==> src/sv/hst_pkg.sv <==
// hst_pkg: shared types, codes and helpers for the heating sequence thermostat core
// no dependencies; used by heating_sequence_thermostat_core
`timescale 1ns / 1ps
`default_nettype none

package hst_pkg;

    // field widths
    localparam int unsigned OP_W    = 3;
    localparam int unsigned TEMP_W  = 12;
    localparam int unsigned LIMIT_W = 11;
    localparam int unsigned TIME_W  = 32;
    localparam int unsigned CODE_W  = 3;
    localparam int unsigned CFG_A_W = 2;
    localparam int unsigned N_MODES = 5;

    // operation codes
    localparam logic [OP_W-1:0] OP_TICK   = 3'd0;
    localparam logic [OP_W-1:0] OP_ARM    = 3'd1;
    localparam logic [OP_W-1:0] OP_CANCEL = 3'd2;
    localparam logic [OP_W-1:0] OP_START  = 3'd3;
    localparam logic [OP_W-1:0] OP_PREV   = 3'd4;
    localparam logic [OP_W-1:0] OP_NEXT   = 3'd5;

    // configuration register indexes
    localparam logic [CFG_A_W-1:0] REG_COOK_LOW  = 2'd0;
    localparam logic [CFG_A_W-1:0] REG_COOK_HIGH = 2'd1;
    localparam logic [CFG_A_W-1:0] REG_PROBE_END = 2'd2;

    // register reset values, tenths of a degree
    localparam logic [LIMIT_W-1:0] COOK_LOW_RST  = 11'd700;
    localparam logic [LIMIT_W-1:0] COOK_HIGH_RST = 11'd800;
    localparam logic [LIMIT_W-1:0] PROBE_END_RST = 11'd720;

    // rise over baseline that starts heating (5 degrees)
    localparam logic signed [TEMP_W:0] RISE_THRESHOLD = 13'sd50;

    // mode codes as seen on the result beat
    localparam logic [CODE_W-1:0] CODE_STOP    = 3'd0;
    localparam logic [CODE_W-1:0] CODE_HEAT    = 3'd1;
    localparam logic [CODE_W-1:0] CODE_COOKING = 3'd2;
    localparam logic [CODE_W-1:0] CODE_CANCEL  = 3'd3;
    localparam logic [CODE_W-1:0] CODE_END     = 3'd4;

    // stamp table slots
    localparam int unsigned IDX_STOP    = 0;
    localparam int unsigned IDX_HEAT    = 1;
    localparam int unsigned IDX_COOKING = 2;
    localparam int unsigned IDX_CANCEL  = 3;
    localparam int unsigned IDX_END     = 4;

    // mode state, one-hot
    typedef enum logic [N_MODES-1:0] {
        MODE_STOP    = 5'b00001,
        MODE_HEAT    = 5'b00010,
        MODE_COOKING = 5'b00100,
        MODE_CANCEL  = 5'b01000,
        MODE_END     = 5'b10000
    } mode_t;

    typedef logic [TIME_W-1:0] stamp_t;

    // one-hot mode to output code
    function automatic logic [CODE_W-1:0] mode_code(input mode_t m);
        logic [CODE_W-1:0] c;
        case (m)
            MODE_STOP:    c = CODE_STOP;
            MODE_HEAT:    c = CODE_HEAT;
            MODE_COOKING: c = CODE_COOKING;
            MODE_CANCEL:  c = CODE_CANCEL;
            default:      c = CODE_END;
        endcase
        return c;
    endfunction

    // unsigned limit as a signed value for comparison with a temperature
    function automatic logic signed [TEMP_W:0] limit_s(input logic [LIMIT_W-1:0] lim);
        return $signed({2'b00, lim});
    endfunction

    // seconds since a stamp, zero when never stamped
    function automatic stamp_t since(input stamp_t stamp, input stamp_t now);
        return (stamp == '0) ? '0 : now - stamp;
    endfunction

endpackage

`default_nettype wire

==> src/sv/heating_sequence_thermostat_core.sv <==
// heating_sequence_thermostat_core: mode sequencer, heater hysteresis and mode timers
// depends on hst_pkg
`timescale 1ns / 1ps
`default_nettype none

//  channel  | direction | payload                                        | handshake
//  ---------+-----------+------------------------------------------------+----------------
//  s_       | in        | operation, vessel_temp, probe_temp, time_now   | valid / ready
//  m_       | out       | mode, heater, disabled, mode_elapsed, cook_el. | valid / ready
//  cfg_     | in        | cook low / cook high / probe end limits        | write enable
//
//  one beat is accepted per clock while s_ready is high; its result appears on m_ in the next cycle
//  the update logic and the result register sit in a single stage
//  s_ready is low only while a result is held and m_ready is low
//  aresetn (synchronous) resets mode to stop, clears heater, disabled, baseline, stamps; limits load reset values

module heating_sequence_thermostat_core (
    input  wire logic                             aclk,
    input  wire logic                             aresetn,
    // input beats
    input  wire logic                             s_valid,
    output logic                                  s_ready,
    input  wire logic [hst_pkg::OP_W-1:0]         s_operation,
    input  wire logic signed [hst_pkg::TEMP_W-1:0] s_vessel_temp,
    input  wire logic signed [hst_pkg::TEMP_W-1:0] s_probe_temp,
    input  wire logic [hst_pkg::TIME_W-1:0]       s_time_now,
    // result beats
    output logic                                  m_valid,
    input  wire logic                             m_ready,
    output logic [hst_pkg::CODE_W-1:0]            m_mode,
    output logic                                  m_heater,
    output logic                                  m_disabled,
    output logic [hst_pkg::TIME_W-1:0]            m_mode_elapsed,
    output logic [hst_pkg::TIME_W-1:0]            m_cooking_elapsed,
    // configuration writes
    input  wire logic                             cfg_we,
    input  wire logic [hst_pkg::CFG_A_W-1:0]      cfg_addr,
    input  wire logic [hst_pkg::LIMIT_W-1:0]      cfg_wdata
);

    // limit registers
    logic [hst_pkg::LIMIT_W-1:0] cook_low_reg;
    logic [hst_pkg::LIMIT_W-1:0] cook_high_reg;
    logic [hst_pkg::LIMIT_W-1:0] probe_end_reg;

    // controller state
    hst_pkg::mode_t                   mode_reg, mode_next;
    logic                             heater_reg, heater_next;
    logic                             disabled_reg, disabled_next;
    logic signed [hst_pkg::TEMP_W-1:0] baseline_reg, baseline_next;
    hst_pkg::stamp_t                  stamp_reg  [hst_pkg::N_MODES];
    hst_pkg::stamp_t                  stamp_next [hst_pkg::N_MODES];

    // result register
    logic                             m_valid_reg;
    logic [hst_pkg::CODE_W-1:0]       m_mode_reg;
    logic                             m_heater_reg;
    logic                             m_disabled_reg;
    hst_pkg::stamp_t                  m_mode_elapsed_reg, m_mode_elapsed_next;
    hst_pkg::stamp_t                  m_cooking_elapsed_reg;

    logic                             s_accept;
    logic                             run_service;
    logic signed [hst_pkg::TEMP_W:0]  vessel_x;
    logic signed [hst_pkg::TEMP_W:0]  probe_x;
    logic signed [hst_pkg::TEMP_W:0]  rise;

    // result register frees up when taken or empty
    assign s_ready  = !m_valid_reg || m_ready;
    assign s_accept = s_valid && s_ready;

    assign vessel_x = {s_vessel_temp[hst_pkg::TEMP_W-1], s_vessel_temp};
    assign probe_x  = {s_probe_temp[hst_pkg::TEMP_W-1], s_probe_temp};
    assign rise     = vessel_x - {baseline_reg[hst_pkg::TEMP_W-1], baseline_reg};

    // command decode, then one service step unless the command or the disabled flag suppresses it
    always_comb begin
        mode_next     = mode_reg;
        heater_next   = heater_reg;
        disabled_next = disabled_reg;
        baseline_next = baseline_reg;
        stamp_next    = stamp_reg;
        run_service   = 1'b1;

        case (s_operation)
            hst_pkg::OP_ARM: begin
                mode_next                     = hst_pkg::MODE_STOP;
                stamp_next[hst_pkg::IDX_STOP] = s_time_now;
                baseline_next                 = s_vessel_temp;
                heater_next                   = 1'b0;
                run_service                   = 1'b0;
            end
            hst_pkg::OP_CANCEL: begin
                if (mode_reg == hst_pkg::MODE_CANCEL) begin
                    disabled_next = 1'b1;
                end else begin
                    mode_next = hst_pkg::MODE_CANCEL;
                end
            end
            hst_pkg::OP_START: begin
                if (mode_reg == hst_pkg::MODE_STOP || mode_reg == hst_pkg::MODE_CANCEL ||
                    mode_reg == hst_pkg::MODE_END) begin
                    mode_next = hst_pkg::MODE_HEAT;
                end
            end
            hst_pkg::OP_PREV: begin
                case (mode_reg)
                    hst_pkg::MODE_HEAT:    mode_next = hst_pkg::MODE_STOP;
                    hst_pkg::MODE_COOKING: mode_next = hst_pkg::MODE_HEAT;
                    hst_pkg::MODE_END:     mode_next = hst_pkg::MODE_COOKING;
                    default:               mode_next = mode_reg;
                endcase
            end
            hst_pkg::OP_NEXT: begin
                case (mode_reg)
                    hst_pkg::MODE_STOP:    mode_next = hst_pkg::MODE_HEAT;
                    hst_pkg::MODE_HEAT:    mode_next = hst_pkg::MODE_COOKING;
                    hst_pkg::MODE_COOKING: mode_next = hst_pkg::MODE_END;
                    default:               mode_next = mode_reg;
                endcase
            end
            default: begin
                // tick and unused codes: service only while enabled
                run_service = !disabled_reg;
            end
        endcase

        if (run_service) begin
            case (mode_next)
                hst_pkg::MODE_STOP: begin
                    if (rise > hst_pkg::RISE_THRESHOLD) begin
                        mode_next = hst_pkg::MODE_HEAT;
                        if (stamp_next[hst_pkg::IDX_HEAT] == '0) begin
                            stamp_next[hst_pkg::IDX_HEAT] = s_time_now;
                        end
                    end
                end
                hst_pkg::MODE_HEAT: begin
                    heater_next = 1'b1;
                    if (vessel_x > hst_pkg::limit_s(cook_low_reg)) begin
                        mode_next = hst_pkg::MODE_COOKING;
                        if (stamp_next[hst_pkg::IDX_COOKING] == '0) begin
                            stamp_next[hst_pkg::IDX_COOKING] = s_time_now;
                        end
                    end
                end
                hst_pkg::MODE_COOKING: begin
                    // hysteresis: low limit wins when both hold
                    if (vessel_x >= hst_pkg::limit_s(cook_high_reg)) begin
                        heater_next = 1'b0;
                    end
                    if (vessel_x <= hst_pkg::limit_s(cook_low_reg)) begin
                        heater_next = 1'b1;
                    end
                    if (probe_x >= hst_pkg::limit_s(probe_end_reg)) begin
                        mode_next                    = hst_pkg::MODE_END;
                        stamp_next[hst_pkg::IDX_END] = s_time_now;
                    end
                end
                default: begin
                    heater_next = 1'b0;
                end
            endcase
        end
    end

    // elapsed time of the mode reached
    always_comb begin
        case (mode_next)
            hst_pkg::MODE_STOP:
                m_mode_elapsed_next = hst_pkg::since(stamp_next[hst_pkg::IDX_STOP], s_time_now);
            hst_pkg::MODE_HEAT:
                m_mode_elapsed_next = hst_pkg::since(stamp_next[hst_pkg::IDX_HEAT], s_time_now);
            hst_pkg::MODE_COOKING:
                m_mode_elapsed_next =
                    hst_pkg::since(stamp_next[hst_pkg::IDX_COOKING], s_time_now);
            hst_pkg::MODE_CANCEL:
                m_mode_elapsed_next =
                    hst_pkg::since(stamp_next[hst_pkg::IDX_CANCEL], s_time_now);
            default:
                m_mode_elapsed_next = hst_pkg::since(stamp_next[hst_pkg::IDX_END], s_time_now);
        endcase
    end

    // limit register writes
    always_ff @(posedge aclk) begin
        if (!aresetn) begin
            cook_low_reg  <= hst_pkg::COOK_LOW_RST;
            cook_high_reg <= hst_pkg::COOK_HIGH_RST;
            probe_end_reg <= hst_pkg::PROBE_END_RST;
        end else if (cfg_we) begin
            case (cfg_addr)
                hst_pkg::REG_COOK_LOW:  cook_low_reg  <= cfg_wdata;
                hst_pkg::REG_COOK_HIGH: cook_high_reg <= cfg_wdata;
                hst_pkg::REG_PROBE_END: probe_end_reg <= cfg_wdata;
                default: ;
            endcase
        end
    end

    // controller state update per accepted beat
    always_ff @(posedge aclk) begin
        if (!aresetn) begin
            mode_reg     <= hst_pkg::MODE_STOP;
            heater_reg   <= 1'b0;
            disabled_reg <= 1'b0;
            baseline_reg <= '0;
            for (int i = 0; i < hst_pkg::N_MODES; i++) begin
                stamp_reg[i] <= '0;
            end
        end else if (s_accept) begin
            mode_reg     <= mode_next;
            heater_reg   <= heater_next;
            disabled_reg <= disabled_next;
            baseline_reg <= baseline_next;
            stamp_reg    <= stamp_next;
        end
    end

    // result valid
    always_ff @(posedge aclk) begin
        if (!aresetn) begin
            m_valid_reg <= 1'b0;
        end else if (s_accept) begin
            m_valid_reg <= 1'b1;
        end else if (m_ready) begin
            m_valid_reg <= 1'b0;
        end
    end

    // result payload
    always_ff @(posedge aclk) begin
        if (s_accept) begin
            m_mode_reg            <= hst_pkg::mode_code(mode_next);
            m_heater_reg          <= heater_next;
            m_disabled_reg        <= disabled_next;
            m_mode_elapsed_reg    <= m_mode_elapsed_next;
            m_cooking_elapsed_reg <=
                hst_pkg::since(stamp_next[hst_pkg::IDX_COOKING], s_time_now);
        end
    end

    assign m_valid           = m_valid_reg;
    assign m_mode            = m_mode_reg;
    assign m_heater          = m_heater_reg;
    assign m_disabled        = m_disabled_reg;
    assign m_mode_elapsed    = m_mode_elapsed_reg;
    assign m_cooking_elapsed = m_cooking_elapsed_reg;

endmodule

`default_nettype wire
==> config.mk <==
export PLATFORM = sky130hd
export DESIGN_NAME = heating_sequence_thermostat_core
export DESIGN_NICKNAME = d
export VERILOG_FILES = /design/src/sv/hst_pkg.sv /design/src/sv/heating_sequence_thermostat_core.sv
export SDC_FILE = /design/constraint.sdc
export NUM_CORES = 1
export LEC_CHECK = 0
export CAP_MARGIN = 25
export CORE_ASPECT_RATIO = 2
export CORE_MARGIN = 5
export CORE_UTILIZATION = 45
export CTS_BUF_LIST = sky130_fd_sc_hd__clkbuf_8
export CTS_CLUSTER_DIAMETER = 100
export DETAILED_ROUTE_END_ITERATION = 8
export DONT_BUFFER_PORTS = 1
export SYNTH_ARGS = -nofsm -noshare
export SYNTH_HDL_FRONTEND = slang
export SYNTH_SLANG_ARGS = --single-unit
export TNS_END_PERCENT = 50
==> constraint.sdc <==
create_clock -name aclk -period 6.4 [get_ports aclk]
set_input_delay 1.28 -clock aclk [delete_from_list [all_inputs] [get_ports aclk]]
set_output_delay 1.28 -clock aclk [all_outputs]
set_load 0.01 [all_outputs]
==> run metrics <==
status=complete, no violations; Sink Count=250; Switching Fraction=36.95%; worst r2r src=mode_reg[0]; vias in the first global route=20089; Synthesized Nets=2691; clock share of power=28.4%; Vias=19794; core box area=44050 um2; FF-to-FF End=m_mode_elapsed[30]; Critical Path RT=6780 ps; global-route wire length before repair=114100 um; fin crit share=96.77%; count of cell types in the netlist=99; Yosys Warn Count=0; initial antenna violation count=1; non-filler cells, final=3166; PortBufs=0; Pint=3.407 mW; Mapped Cells=2441; Starting Density=45.35%; root buf cell=clkbuf_8; Worst IR Drop VDD=165.2 uV; most common cell in the synthesized netlist=nand2_1; worst slew pin tran=979.0 ps; fmax=161.5 MHz; critical path data arrival time=6580 ps; Critical path destination=m_mode_elapsed[30]; Total Routing Usage GR=29.55%; combinational power share=36.9%; antenna-violating nets left=0; Reg2Reg Depth=22; clock tree from TritonCTS=done; Netlist Area Pre-Place=19980 um2; Max-cap violations=0; critical path type=in -> reg; Net Sw Power=1.997 mW; pwr dens=236.0 nW/um2; placed insts=3090; DRC=0; CP endpoint kind=flip-flop; Post CTS Setup Buffer Count=0; row count=109; worst skew pair latency=620 ps; Reg2Reg Setup Slack=410 ps; Die Wd=159.0 um; grt ovf=0; die area=48970 um2; P&R area growth vs syn=14.60%; sequential area share after synthesis=28.51%; TritonCTS Buffers=41; Tot Pwr=5.404 mW; I/O pins=148; async set-reset flop share out of synthesis=0%; HP Class=reg -> reg; WL/cell=23.93 um; synth top area cells=dfxtp_1 18%, ha_1 11%, edfxtp_1 10%; max reg flops=128; slew margin rel.=34.49%; Crit. Startpoint=s_vessel_temp[0]; via/cell ratio=6.252; H-tree levels=2; Avg Inst Size Synth=8.185 um2; endpoints failing setup=0; ys flop type=dfxtp_1; Reg clk slew, reported paths=70 ps; Die H=308.0 um; minimum clock period=6193 ps; final setup skew=17.32 ps; Starting DRT DRC Count=1116; CTS max path bufs=3; DP HPWL=58680 um; DRT Pass-1 Iters=7; WL final=75770 um; CP Launch Type=input port; largest net degree at the start of global routing=182; nets=2829; GP Congestion=0.9824; Yosys top cell by area=dfxtp_1; layout cells sized above 1=13.83%; RSZ-0062 raised after global routing=yes; Synth top cells by count=278 x nand2_1, 203 x a21oi_1, 181 x dfxtp_1; Seq cells post-synth=250; post-synth top area share=18.14%; Leakage Power=9.497 nW; Final Slew Violations=0; worst-path fanout max=4; final hold violations=0; Reg power frac=34.7%; Post-synth EDFFs=69
placed cells by master (no fill, tap or decap), types with 15 or more instances in the layout:
cell type  synthesis  layout
xnor2_1           67      67
nor2b_1           91      91
o21bai_1          22      22
xor2_1            36      36
nand3_1           40      40
o21ai_0          100      99
buf_4              0     236
nor4_1            35      35
a31oi_1           89      89
clkbuf_8           0      47
or3_1             15      15
nor2_1           120     118
a21o_1            80      80
a211oi_1          17      16
dfxtp_1          181     181
nand4_1           36      36
a21boi_0          71      71
and2_1            17      17
mux2i_1           59      59
o211a_1           43      43
o21a_1            24      24
and3_1            18      18
nand2b_1          23      23
edfxtp_1          69      69
nand2_1          278     278
o211ai_1          36      36
nor3_1            44      41
a21oi_1          203     202
ha_1             168     168
inv_1             89      97
power groups by stage:
stage / clock network (mW) / registers [mW] / logic, mW
after global placement: 0 / 1.91 / 1.94
after CTS: 1.57 / 1.88 / 1.96
after detailed placement: 0 / 1.91 / 1.95
final: 1.54 / 1.88 / 1.99
after global routing: 1.62 / 1.89 / 2.14
after floorplan: 0 / 1.88 / 1.28
cell type report:
class	count	area, um2
fillers	4215	21160
multi-input cells	1955	13430
flip-flops and latches	250	5695
repair buffers	241	1879
well taps	555	694.4
clock buffers	47	646.9
inverters	90	342.8
clock inverters	27	205.2
diodes	1	2.502
cells by family (layout without fill, tap and decap cells):
group	after synthesis	count (layout)	share of synthesized area [%]
simple gates	781	781	19.60
fa+ha+maj	174	174	11.07
xor+xnor	103	103	4.515
compound gates	835	835	28.60
mux	62	62	3.138
other cells	0	1	0
buf+inv	236	405	4.572
flops	250	250	28.51
worst max-delay path: stages:
cell	delay, ps
inv_1	60
ha_1	230
fa_1	380
and2b_1	270
o22a_1	180
or4bb_1	410
nand3_1	150
o211ai_1	180
nor3_2	360
nor2_4	90
a21oi_2	200
inv_1	90
fa_1	420
a21oi_1	140
a21oi_1	70
a21oi_1	180
maj3_1	200
nand2_1	150
a211oi_2	300
buf_4	180
o2111ai_1	240
and2_1	250
a2111oi_1	310
a21bo_1	250
layer usage:
layer  vias up  share of wire, %  GRT usage [%]
met5         -                 0              0
met3       304               6.2          5.870
li1       9365                 -              -
met1      9394                32          26.55
met2       731                52          56.16
met4         0               9.8          24.03
how the worst min path moves through the flow:
stage | start | endpoint | slack [ps] | depth (start not counted)
global route | stamp_reg[135] | stamp_reg[135] | 480 | 2
CTS | stamp_reg[135] | stamp_reg[135] | 460 | 2
floorplan | stamp_reg[132] | stamp_reg[132] | 440 | 2
finish | baseline_reg[8] | baseline_reg[8] | 460 | 2
detailed placement | stamp_reg[135] | stamp_reg[135] | 460 | 2
global placement | baseline_reg[10] | baseline_reg[10] | 450 | 2
through the flow:
stage | instance area (um2) | util, % | setup slack, ps | hold WS, ps | setup TNS, ps
2_1_floorplan | 20000 | - | 18.08 | 442.8 | 0
3_3_place_gp | 22000 | 49.95 | -436.7 | 448.8 | -2467
3_5_place_dp | 22000 | 49.95 | -474.0 | 455.5 | -4379
4_1_cts | 22860 | 51.89 | 174.8 | 464.4 | 0
5_1_grt | 22900 | 51.98 | -35.02 | 477.8 | -35.02
6_report | 22900 | 51.98 | 206.9 | 460.7 | 0
timing repair:
action / 4_1_cts / 5_1_grt
gates resized for setup: 0 / 3
hold buffers: 0 / 0
setup endpoints to repair: 0 / 4
No activity file was read; power rests on OpenSTA's default activity.
